[config.mk]
export PLATFORM = sky130hd
export DESIGN_NAME = lpht_mod
export DESIGN_NICKNAME = d
export VERILOG_FILES = /design/src/design/lpht_pkg.sv /design/src/design/lpht_mod.sv
export SDC_FILE = /design/constraint.sdc
export NUM_CORES = 1
export LEC_CHECK = 0
export ABC_AREA = 1
export BUFFER_PORTS_ARGS = -buffer_cell sky130_fd_sc_hd__buf_2
export CORE_MARGIN = 2
export CORE_UTILIZATION = 45
export DETAILED_ROUTE_END_ITERATION = 12
export GPL_ROUTABILITY_DRIVEN = 0
export GPL_TIMING_DRIVEN = 0
export HOLD_SLACK_MARGIN = 0.12
export MAX_ROUTING_LAYER = met4
export PLACE_DENSITY = 0.75
export REMOVE_ABC_BUFFERS = 1
export SETUP_SLACK_MARGIN = 0.1
export SLEW_MARGIN = 20
export SYNTH_ARGS = -nofsm -noshare
export SYNTH_HDL_FRONTEND = slang
export SYNTH_SLANG_ARGS = --single-unit
[constraint.sdc]
create_clock -name clk_i -period 3.1 [get_ports clk_i]
set_input_delay 0.62 -clock clk_i [delete_from_list [all_inputs] [get_ports clk_i]]
set_output_delay 0.62 -clock clk_i [all_outputs]
set_load 0.01 [all_outputs]
[src/design/lpht_pkg.sv]
// Shared types and constants for the linear probe hash table unit.
// No dependencies; imported by every module of the block.
package lpht_pkg;

  // fixed field widths of the item and result ports
  localparam int unsigned KEY_W   = 32;
  localparam int unsigned VALUE_W = 32;
  localparam int unsigned HOME_W  = 8;
  localparam int unsigned CAP_W   = 9;
  localparam int unsigned SLOT_W  = 8;

  // capacity register value after reset
  localparam int unsigned CAP_RESET = 256;

  // command codes
  localparam logic CMD_INSERT = 1'b0;
  localparam logic CMD_LOOKUP = 1'b1;

  // status codes
  localparam logic STATUS_OK   = 1'b0;
  localparam logic STATUS_FAIL = 1'b1;

  // write strobes from the controller to the slot store
  typedef struct packed {
    logic key_we;
    logic val_we;
  } lpht_wr_t;

endpackage

[src/design/lpht_mod.sv]
// Restoring remainder unit: home slot modulo the effective capacity,
// one dividend bit per cycle. Depends on lpht_pkg.
module lpht_mod
  import lpht_pkg::*;
(
  input  logic             clk_i,
  input  logic             rst_ni,
  input  logic             start_i,
  input  logic [HOME_W-1:0] dividend_i,
  input  logic [CAP_W-1:0]  divisor_i,
  output logic             done_o,
  output logic [CAP_W-1:0]  rem_o
);

  localparam int unsigned CNT_W = (HOME_W > 1) ? $clog2(HOME_W) : 1;

  logic              busy_q;
  logic              done_q;
  logic [CNT_W-1:0]  cnt_q;
  logic [HOME_W-1:0] sh_q;
  logic [CAP_W-1:0]  div_q;
  logic [CAP_W-1:0]  rem_q;
  logic [CAP_W:0]    trial;
  logic [CAP_W:0]    diff;
  logic [CAP_W-1:0]  rem_next;

  // shift in the next dividend bit and subtract when it fits
  always_comb begin
    trial = {rem_q, sh_q[HOME_W-1]};
    diff  = trial - {1'b0, div_q};
    if (trial >= {1'b0, div_q}) begin
      rem_next = diff[CAP_W-1:0];
    end else begin
      rem_next = trial[CAP_W-1:0];
    end
  end

  // control
  always_ff @(posedge clk_i or negedge rst_ni) begin
    if (!rst_ni) begin
      busy_q <= 1'b0;
      done_q <= 1'b0;
      cnt_q  <= '0;
    end else begin
      done_q <= busy_q && !start_i && (cnt_q == CNT_W'(HOME_W - 1));
      if (start_i) begin
        busy_q <= 1'b1;
        cnt_q  <= '0;
      end else if (busy_q) begin
        cnt_q <= cnt_q + CNT_W'(1);
        if (cnt_q == CNT_W'(HOME_W - 1)) begin
          busy_q <= 1'b0;
        end
      end
    end
  end

  // datapath
  always_ff @(posedge clk_i) begin
    if (start_i) begin
      sh_q  <= dividend_i;
      div_q <= divisor_i;
      rem_q <= '0;
    end else if (busy_q) begin
      sh_q  <= {sh_q[HOME_W-2:0], 1'b0};
      rem_q <= rem_next;
    end
  end

  assign done_o = done_q;
  assign rem_o  = rem_q;

endmodule

==> impl_results.md, run 1 <==
* Dpl cell area at ~1900 um^2
* I/O pin count at 30
* Core area at about 3700 um^2
* Worst setup EP type: flop
* Clk root buf: clkbuf_8
* Max VDD drop at 300 uV
* Worst reg-to-reg setup slack at 720 ps
* Final worst-path cycle share at 76.8%
* Post-CTS Setup Inserts at 0
* Die Area at 4420 um^2
* Synth Area in Adders at under 10%
* Tmin final at 2380 ps
* Arr. time, crit path at approximately 2600 ps
* Outcome: finished, final reports clean
* GR Overflow Total at 0
* Final Setup Violations at 0
* Syn Std Cell Area at 1760 um^2
* Hold Fails Final Rpt at 0
* Post-CTS Hold Buffers at 0
* Row count at 22
* Unrepaired setup endpoints after global routing: no
* PortBufs at 29
* CP Launch Type: flop
* Final core utilization at around 54%
* CTS Sinks at 31
* Total Wirelength at around 3200 um
* Fin area at around 2000 um^2
* Dpl hpwl at between 2000 and 2500 um
* Synth Area in XOR/XNOR at under 10%
* Max-slew headroom at ~33%
* Slew Viols, Final at 0
* Post-cts sizing count at 0
* Comb pwr share at 41.6%
* Area growth syn-to-layout at 15.0%
* PwrDens at about 750 nW/um^2
* Drt pass-1 iters at 4
* Die Wd at 66.5 um
* Net Sw Frac at 37.8%
* Worst-path clk slew at about 60 ps
* Clk pwr share at a little over a fifth
* Sequential power share at 36.7%
* Synth warn at 0
* CTS tree: built
* Tightest Pin Transition at about 990 ps
* DRT iter0 DRCs at slightly below 60
* Synth cell types at 25
* Max-Cap Viols at 0
* Worst-Skew Late Latency at about 280 ps
* Die H at between 60 and 70 um
* Clock skew at between 4 and 5 ps
* First-pass GRT wire length at 5380 um
* Max Fclk at around 0.42 GHz
* #FFs+latches synth at 31
* CP max FO at 11
* Area share of and/or/nand/nor cells after synthesis at 28.7%
* CTS Buffer Depth at 2
* Largest family of logic cells by synthesized area: simple AND/OR/NAND/NOR gates
* Post-synthesis mux area share at 0%
* Post-route ant nets at 0
* Via count at about 1400
* Syn_area_per_cell at 8.29 um^2
* Clock buffer count from CTS at 5
* Internal power at 936 uW
* P_leak at approximately 0.0011 uW
* Vias per cell at around 4.8
* Hold Crit Class: primary input to asynchronous set/reset pin
* Global Route Usage Sum at around 17%
* Initial antenna violation count at 0
* Ant. Diodes at 0
* Sw Pwr at ~570 uW
* Vias in the first global route at about 1300
* Avg WL per Cell at between 10 and 15 um
* Kind of critical path: flop to flop
* Share of cells above drive strength 1 at 20.0%
* Fin nets at around 280
* DRC viols at 0
* H-tree lvl count at 2
* Largest net degree at the start of global routing at 21
* Setup TNS at 0 ps
* Worst EP required at ~3300 ps
* Cells after Synth at about 210
* Final Power at 1510 uW
* Compound-Gate Fraction of Synth Area at under 10%
* Starting Density at about 47%
* Register area share after synthesis at a little under half
layer usage:
metal | GRT usage, % | wire, um | vias up | share of wire [%]
met1 | 19.6 | 1440 | 620 | 46
met5 | - | 0 | - | 0
met4 | 5.36 | 41 | 0 | 1.3
li1 | - | - | 739 | -
met3 | 4.05 | 146 | 5 | 4.6
met2 | 28.2 | 1530 | 31 | 48
final cells by class:
cell class	count	area (um^2)
sequential	31	816
clock buffer	7	86.3
inverter	37	139
tap	48	60.1
fill	371	1700
timing repair buffer	29	145
clock inverter	1	5.00
multi-input combinational	140	768
power groups by stage:
| stage | Combinational [uW] | Clock [uW] | Sequential [uW] |
|---|---|---|---|
| final | 626 | 327 | 552 |
| after global routing | 712 | 354 | 562 |
| after CTS | 633 | 337 | 553 |
| after detailed placement | 630 | 0 | 561 |
| after floorplan | 463 | 0 | 572 |
| after global placement | 615 | 0 | 559 |
critical path, cell delays in order, from the launching register on:
cell	delay, ps
dfxtp_1	350
ha_1	380
nand2_1	110
nor2_1	50
nand2_1	50
nor2_1	40
nor2_1	740
nand2_2	280
nand3_1	160
nand3_1	80
nand2_1	100
per-stage QoR:
step	setup WS (ps)	cells	hold WS [ps]
6_report	718	293	143
5_1_grt	477	293	138
4_1_cts	700	293	137
3_5_place_dp	715	285	445
3_3_place_gp	805	285	437
2_1_floorplan	1190	208	324
layout by cell type (no fill, tap or decap), drive strengths merged, types with 2 or more instances in the layout:
master,count
nand2,71
inv,37
buf,29
nand3,25
edfxtp,17
ha,11
nor2,11
dfxtp,9
clkbuf,7
o21ai,7
dfrtp,5
a21oi,4
nand3b,3
xnor2,3
a22o,2
cell usage after synthesis (all sizes together):
master	instances	area, um^2
dfrtp	5	125
ha	11	138
nand3b	3	22.5
o21ai	7	38.8
xnor2	3	26.3
a21oi	4	23.8
a22o	2	17.5
nor3	1	5.00
clkbuf	1	3.75
nor2	11	46.3
edfxtp	17	510
nand4	1	6.26
dfxtp	9	180
buf	3	30.0
nand2	71	279
inv	37	139
fa	1	20.0
nand3	25	145
final timing paths:
path / start / endpoint / cells after the start
setup / recovery: rem_o[1] / rem_o[7] / 10
hold / removal: rst_ni / busy_q / 1
setup reg to reg: rem_o[1] / rem_o[7] / 10
hold reg to reg: rem_o[5] / rem_o[5] / 2
max in group asynchronous: rst_ni / done_o / 1
min in group clk_i: rem_o[5] / rem_o[5] / 2
cell families (layout without fill, tap and decap cells):
family / after synthesis / after routing
DFF: 31 / 31
AOI/OAI and AO/OA: 13 / 13
and+or+nand+nor: 112 / 112
buffers and inverters: 41 / 74
xor gates and xnor gates: 3 / 3
adders and majority gates: 12 / 12
registers in the layout, summed over array words and instances (netlist names):
signal	count
rem_o	9
done_o	1
cnt_q	3
busy_q	1
div_q	9
sh_q	8
Note: power is estimated with default switching activity, not from simulation.
==> inputs of run 2 (changes only) <==
==> constraint.sdc (replaced) <==
create_clock -name clk_i -period 2.35 [get_ports clk_i]
set_input_delay 0.47 -clock clk_i [delete_from_list [all_inputs] [get_ports clk_i]]
set_output_delay 0.47 -clock clk_i [all_outputs]
set_load 0.01 [all_outputs]
==> run 2 against run 1 <==
  * Sequential cell count stayed put
  * Combinational power increased by 35%
  * Wire length rose by 0.60%
  * Power grew 33%
  * Critical path type unchanged
  * Design area is 1.1% higher
==> impl_results.md, run 2 (synthesis gave the netlist of run 1 again) <==
* Outcome: finished, final reports clean
* CP max FO at 11 (unchanged)
* Max-Cap Viols at 0 (unchanged)
* Area growth syn-to-layout at 16.2%
* GR Overflow Total at 0 (unchanged)
* DRT iter0 DRCs at 62 (+6.9%)
* Commonest cells after routing, fill and taps aside: nand2_1, inv_1, buf_2
* Row count at 22 (unchanged)
* Worst EP required at 2570 ps (-750 ps)
* Via count at 1402 (+0.50%)
* Total Wirelength at 3180 um (+0.60%)
* Tightest Pin Transition at 950 ps (-44.2 ps)
* R2r endpoint: rem_o[7]
* Hold path start: divisor_i[1]
* Post-route ant nets at 0 (unchanged)
* Clock skew at 4.19 ps (-0.309 ps)
* Worst reg-to-reg setup slack at 370 ps (-340 ps)
* Max-slew headroom at 36.4% (+3.0 points)
* Tmin final at 1980 ps (-406 ps)
* I/O pin count at 30 (unchanged)
* Commonest non-fill, non-tap cell in the layout: nand2_1
* Ant. Diodes at 0 (unchanged)
* CTS Buffer Depth at 2 (unchanged)
* Vias in the first global route at 1287 (+0.94%)
* Post-CTS Setup Inserts at 0 (unchanged)
* Clk root buf: clkbuf_8
* Global Route Usage Sum at 16.8% (+0.074 points)
* Fin nets at 277 (+0.36%)
* CP Launch Type: flop
* Hold Path Cell Cnt at 1
* PwrDens at 980 nW/um^2 (+32%)
* R2R depth at 11 (+1)
* Initial antenna violation count at 0 (unchanged)
* Die H at 66.5 um (unchanged)
* Avg WL per Cell at 10.8 um (+0.26%)
* DRC viols at 0 (unchanged)
* Die Area at 4420 um^2 (unchanged)
* Max Fclk at 0.506 GHz (+21%)
* Final Setup Violations at 0 (unchanged)
* Routing usage on met3 at 4.05% (unchanged)
* Drt pass-1 iters at 4 (unchanged)
* Post-Layout Cell Count at 294 (+0.34%)
* Arr. time, crit path at 2200 ps (-410 ps)
* P_leak at 0.00109 uW (+1.7%)
* Die Wd at 66.5 um (unchanged)
* H-tree lvl count at 2 (unchanged)
* Dpl hpwl at 2360 um (unchanged)
* CP Launch Point: sh_q[7]
* Hold Fails Final Rpt at 0 (unchanged)
* Hold Crit Class: primary input to flop
* PortBufs at 29 (unchanged)
* Core area at 3720 um^2 (unchanged)
* CTS tree: built
* Worst-path clk slew at 70 ps (about the same)
* Busiest layer in global routing: met2
* Largest net degree at the start of global routing at 21 (unchanged)
* CTS Sinks at 31 (unchanged)
* Unrepaired setup endpoints after global routing: no
* Hold Path End: div_q[1]
* Placed Cells at 285 (unchanged)
* Worst-Skew Late Latency at 280 ps (about the same)
* First-pass GRT wire length at 5400 um (+0.50%)
* Clock buffer count from CTS at 5 (unchanged)
* Kind of critical path: flop to flop
* Setup TNS at 0 ps (unchanged)
* Slew Viols, Final at 0 (unchanged)
* Share of cells above drive strength 1 at 20.3% (+0.33 points)
* Starting Density at 47.3% (unchanged)
* Final worst-path cycle share at 84.1% (+7.2 points)
* RR Startpoint: sh_q[7]
* Vias per cell at 4.77 (+0.16%)
* M2 GR Usage at 28.5% (+0.25 points)
* Worst setup EP type: flop
* Global-route met1 utilization at 19.6% (unchanged)
* Max VDD drop at 396 uV (+32%)
-- run 2: routing by layer --
metal / up-vias / wire length (um)
li1: 739 / -
met1: 628 / 1440
met2: 30 / 1550
met3: 5 / 145
met4: 0 / 41
met5: - / 0
-- run 2: critical path: stages, from the launching register on --
cell,delay [ps]
edfxtp_1,370
inv_1,100
ha_1,150
inv_1,60
fa_1,420
nand2_1,120
nand3_2,100
nand2_4,170
nand2_2,150
nand3_1,120
nand3_1,70
nand2_1,100
-- run 2: worst max-delay path by stage --
stage / end / cells after the start
after floorplan: rem_o[0] / 10
after global placement: rem_o[7] / 11
after detailed placement: rem_o[7] / 10
after CTS: rem_o[7] / 11
after global routing: rem_o[8] / 11
final: rem_o[7] / 11
-- run 2: layout make-up --
cell class | instances | area [um^2]
well taps | 48 | 60.1
multi-input cells | 140 | 781
inverters | 37 | 139
flip-flops and latches | 31 | 816
clock inverters | 1 | 5.00
fillers | 368 | 1670
clock buffers | 7 | 86.3
repair buffers | 30 | 155
-- run 2: power by group --
group / internal (uW) / total (uW) / switching, uW
Clock: 236 / 431 / 195
Sequential: 662 / 728 / 65.1
Combinational: 346 / 843 / 498
Total: 1240 / 2000 / 758
-- run 2: per-stage QoR --
step                      worst slack [ps]  instance area (um^2)  power [uW]  hold slack (ps)  utilization (%)
after floorplan                        443                  1720        1360              174                -
after global placement                55.2                  1930        1550              287             51.9
after detailed placement             -35.2                  1930        1570              295             51.9
after CTS                              241                  2030        2010              350             54.7
after global routing                   193                  2040        2170              348             54.9
final                                  374                  2040        2000              359             54.9
-- run 2: repair_timing --
| item | 4_1_cts | 5_1_grt |
|---|---|---|
| hold buffers | 1 | 0 |
| endpoints found under the hold margin | 5 | 0 |
| gates resized for setup | 1 | 2 |
| endpoints found under the setup margin | 8 | 6 |
| pin swaps | 0 | 0 |
==> inputs of run 3 (changes only) <==
--- a/config.mk
+++ b/config.mk
@@ -5,7 +5,7 @@
 export SDC_FILE = /design/constraint.sdc
 export NUM_CORES = 1
 export LEC_CHECK = 0
-export ABC_AREA = 1
+export ABC_AREA = 0
 export BUFFER_PORTS_ARGS = -buffer_cell sky130_fd_sc_hd__buf_2
 export CORE_MARGIN = 2
 export CORE_UTILIZATION = 45
@@ -14,7 +14,7 @@
 export GPL_TIMING_DRIVEN = 0
 export HOLD_SLACK_MARGIN = 0.12
 export MAX_ROUTING_LAYER = met4
-export PLACE_DENSITY = 0.75
+export PLACE_DENSITY = 0.78
 export REMOVE_ABC_BUFFERS = 1
 export SETUP_SLACK_MARGIN = 0.1
 export SLEW_MARGIN = 20
==> constraint.sdc (replaced) <==
create_clock -name clk_i -period 1.6 [get_ports clk_i]
set_input_delay 0.32 -clock clk_i [delete_from_list [all_inputs] [get_ports clk_i]]
set_output_delay 0.32 -clock clk_i [all_outputs]
set_load 0.01 [all_outputs]
==> run 3 against run 2 <==
  * Count of clock-buffer cells in the layout down 1
  * Global-route usage grew 0.13 points
  * The run now ends with setup timing left
  * Clock power increased by 110%
  * Critical endpoint is now rem_o[6]
  * Critical path type unchanged
  * Via count decreased by 9.3%
  * Non-clock buffer count is 4 higher
  * Synthesized area fell by 2.5%
  * Utilization is 3.5 points higher
  * Wire length decreased by 2.5%
==> impl_results.md, run 3 <==
* Outcome: finished with violations
* Failing checks: setup timing
* Clk root buf: clkbuf_8
* Hold path start: divisor_i[8]
* Ant. Diodes at 0 (unchanged)
* Clock skew at 4.51 ps (+0.326 ps)
* CTS tree: built
* #FFs+latches synth at 31 (unchanged)
* CTS Sinks at 31 (unchanged)
* Initial antenna violation count at 0 (unchanged)
* Vias in the first global route at 1277 (-0.78%)
* Max-Cap Viols at 0 (unchanged)
* Hold Path Cell Cnt at 1 (unchanged)
* Worst setup EP type: flop
* Vias per cell at 5.39 (+13%)
* R2r endpoint: rem_o[6]
* I/O pin count at 30 (unchanged)
* Total Wirelength at 3100 um (-2.5%)
* Cells after Synth at 151 (-29%)
* Cell breakdown of the critical path: inv_1, ha_2, inv_2, fa_2, a211oi_4, o21a_4, o211ai_4, mux2i_1, a211oi_1
* Hold Path End: div_q[8]
* Syn Std Cell Area at 1710 um^2 (-2.5%)
* Clk pwr share at 25.6% (+4.1 points)
* Arr. time, crit path at 2360 ps (+160 ps)
* DRC viols at 0 (unchanged)
* Kind of critical path: flop to flop
* Final core utilization at 58.4% (+3.5 points)
* Post-route ant nets at 0 (unchanged)
* Worst reg-to-reg setup slack at -560 ps (-940 ps)
* R2R depth at 9 (-2)
* Synth cell types at 43 (+72%)
* CP max FO at 8 (-3)
* Critical path depth in cells at 9 (-2)
* Commonest non-fill, non-tap cell in the layout: buf_2
* Hold Crit Class: primary input to flop
* Placed Cells at 223 (-22%)
* Avg WL per Cell at 13.1 um (+22%)
* Comb pwr share at 43.2% (+1.1 points)
* Number of synthesized flops with an enable pin at 17 (unchanged)
* CP bufs+invs at 2 (unchanged)
* Synth area leader: edfxtp_1
* Die Wd at 65.7 um (-1.2%)
* Clock buffer count from CTS at 5 (unchanged)
* Internal power at 2360 uW (+89%)
* Most instantiated library cell after synthesis: edfxtp_1
* Final Setup Violations at 9 (+9)
* Starting Density at 46.8% (-0.49 points)
* P_leak at 0.000919 uW (-16%)
* Sequential power share at 31.2% (-5.1 points)
* Max stage delay cell, worst path: edfxtp_1
* Sw Pwr at 1220 uW (+61%)
* Dpl hpwl at 2150 um (-9.0%)
* Max Fclk at 0.462 GHz (-8.7%)
* Max-slew headroom at 57.5% (+21 points)
* Drt pass-1 iters at 4 (unchanged)
* Worst-Skew Late Latency at 290 ps (about the same)
* Syn_area_per_cell at 11.3 um^2 (+37%)
* Net Sw Frac at 34.1% (-3.7 points)
* Commonest cells post-synth: edfxtp_1, inv_1, nor2_1
* Setup WS post-layout at -563 ps (-937 ps)
* Area growth syn-to-layout at 24.8%
* CP Launch Type: flop
* Slew Viols, Final at 0 (unchanged)
* CP peak stage delay at 400 ps (-20 ps)
* Top FF cell, synth: edfxtp_1
* Largest net degree at the start of global routing at 33 (+57%)
* CTS Buffer Depth at 2 (unchanged)
* Synth warn at 0 (unchanged)
* Row count at 22 (unchanged)
* Hold Fails Final Rpt at 0 (unchanged)
* PwrDens at 1670 nW/um^2 (+71%)
* Final worst-path cycle share at 135% (+51 points)
* GR Overflow Total at 0 (unchanged)
* RR Startpoint: sh_q[7]
* Unrepaired setup endpoints after global routing: yes
* H-tree lvl count at 2 (unchanged)
* CP delay by family, top: compound AO/OA/AOI/OAI gates
* Post-Layout Cell Count at 236 (-20%)
* Dpl cell area at 1900 um^2 (-1.6%)
* Core area at 3660 um^2 (-1.5%)
* Worst-path clk slew at 70 ps (about the same)
* Post-synth ARST share at 16.1% (unchanged)
* Fin area at 2140 um^2 (+4.7%)
* Fin nets at 219 (-21%)
* Die Area at 4320 um^2 (-2.3%)
* Via count at 1272 (-9.3%)
* Dominant cells by area after synthesis: edfxtp_1, dfxtp_1, ha_1
* Yosys top cell area share at 29.8% (+0.74 points)
* Register area share after synthesis at 47.6% (+1.2 points)
* Tightest Pin Transition at 637 ps (-313 ps)
* PortBufs at 29 (unchanged)
* Max VDD drop at 743 uV (+88%)
* Global Route Usage Sum at 16.9% (+0.13 points)
* First-pass GRT wire length at 5330 um (-1.3%)
* Commonest cells after routing, fill and taps aside: buf_2, edfxtp_1, inv_1, nor2_1, dfxtp_1
* DRT iter0 DRCs at 70 (+13%)
* Share of cells above drive strength 1 at 35.6% (+15 points)
* Worst EP required at 1800 ps (-770 ps)
* Die H at 65.7 um (-1.2%)
* Tmin final at 2160 ps (+187 ps)
## run 3: what timing repair did
action / in CTS / in global routing
hold buffers: 1 / 0
setup buffers: 2 / 2
pin swaps: 13 / 6
hold endpoints to repair: 5 / 0
endpoints found under the setup margin: 17 / 9
resized for setup: 6 / 12
## run 3: stage by stage
stage                     setup TNS [ps]  power (uW)  hold slack (ps)  worst slack, ps
after global placement             -7810        2430              138             -906
final                              -4620        3580              204             -563
after CTS                          -4800        3480              193             -577
after global routing               -5600        3830              193             -679
after floorplan                    -5460        2130             24.4             -622
after detailed placement           -8120        2460              140             -929
## run 3: cells by family after synthesis
| group | after synthesis | synth area share, % |
|---|---|---|
| XOR/XNOR | 5 | 2.56 |
| AO/OA/AOI/OAI | 32 | 14.8 |
| multiplexers | 14 | 8.69 |
| buffers and inverters | 19 | 4.24 |
| adder cells (fa/ha/maj) | 12 | 9.20 |
| flip-flops | 31 | 47.6 |
| AND/OR/NAND/NOR | 38 | 12.9 |
## run 3: worst max path at each step
stage | slack [ps] | to | start
after CTS | -580 | rem_o[6] | sh_q[7]
after global routing | -680 | rem_o[6] | sh_q[7]
after detailed placement | -930 | rem_o[0] | sh_q[7]
after floorplan | -620 | rem_o[5] | sh_q[7]
final | -560 | rem_o[6] | sh_q[7]
after global placement | -910 | rem_o[0] | sh_q[7]
## run 3: per-layer routing
metal	global-route usage, %	vias up	wire [um]	share of wire [%]
met2	26.8	30	1480	48
met3	6.16	5	129	4.2
met1	20.4	607	1430	46
met5	-	-	0	0
met4	4.69	0	65	2.1
li1	-	630	-	-
## run 3: layout make-up
type / count / area (um^2)
fill: 319 / 1520
multi-input combinational: 101 / 891
sequential: 31 / 817
timing repair buffer: 34 / 185
clock buffer: 6 / 72.6
clock inverter: 2 / 60.1
tap: 48 / 60.1
inverter: 14 / 52.6
## run 3: power groups by stage
stage	clock network (uW)	logic [uW]	registers, uW
global route	969	1720	1140
floorplan	0	988	1140
global placement	0	1310	1110
finish	918	1550	1120
CTS	941	1430	1110
detailed placement	0	1340	1120
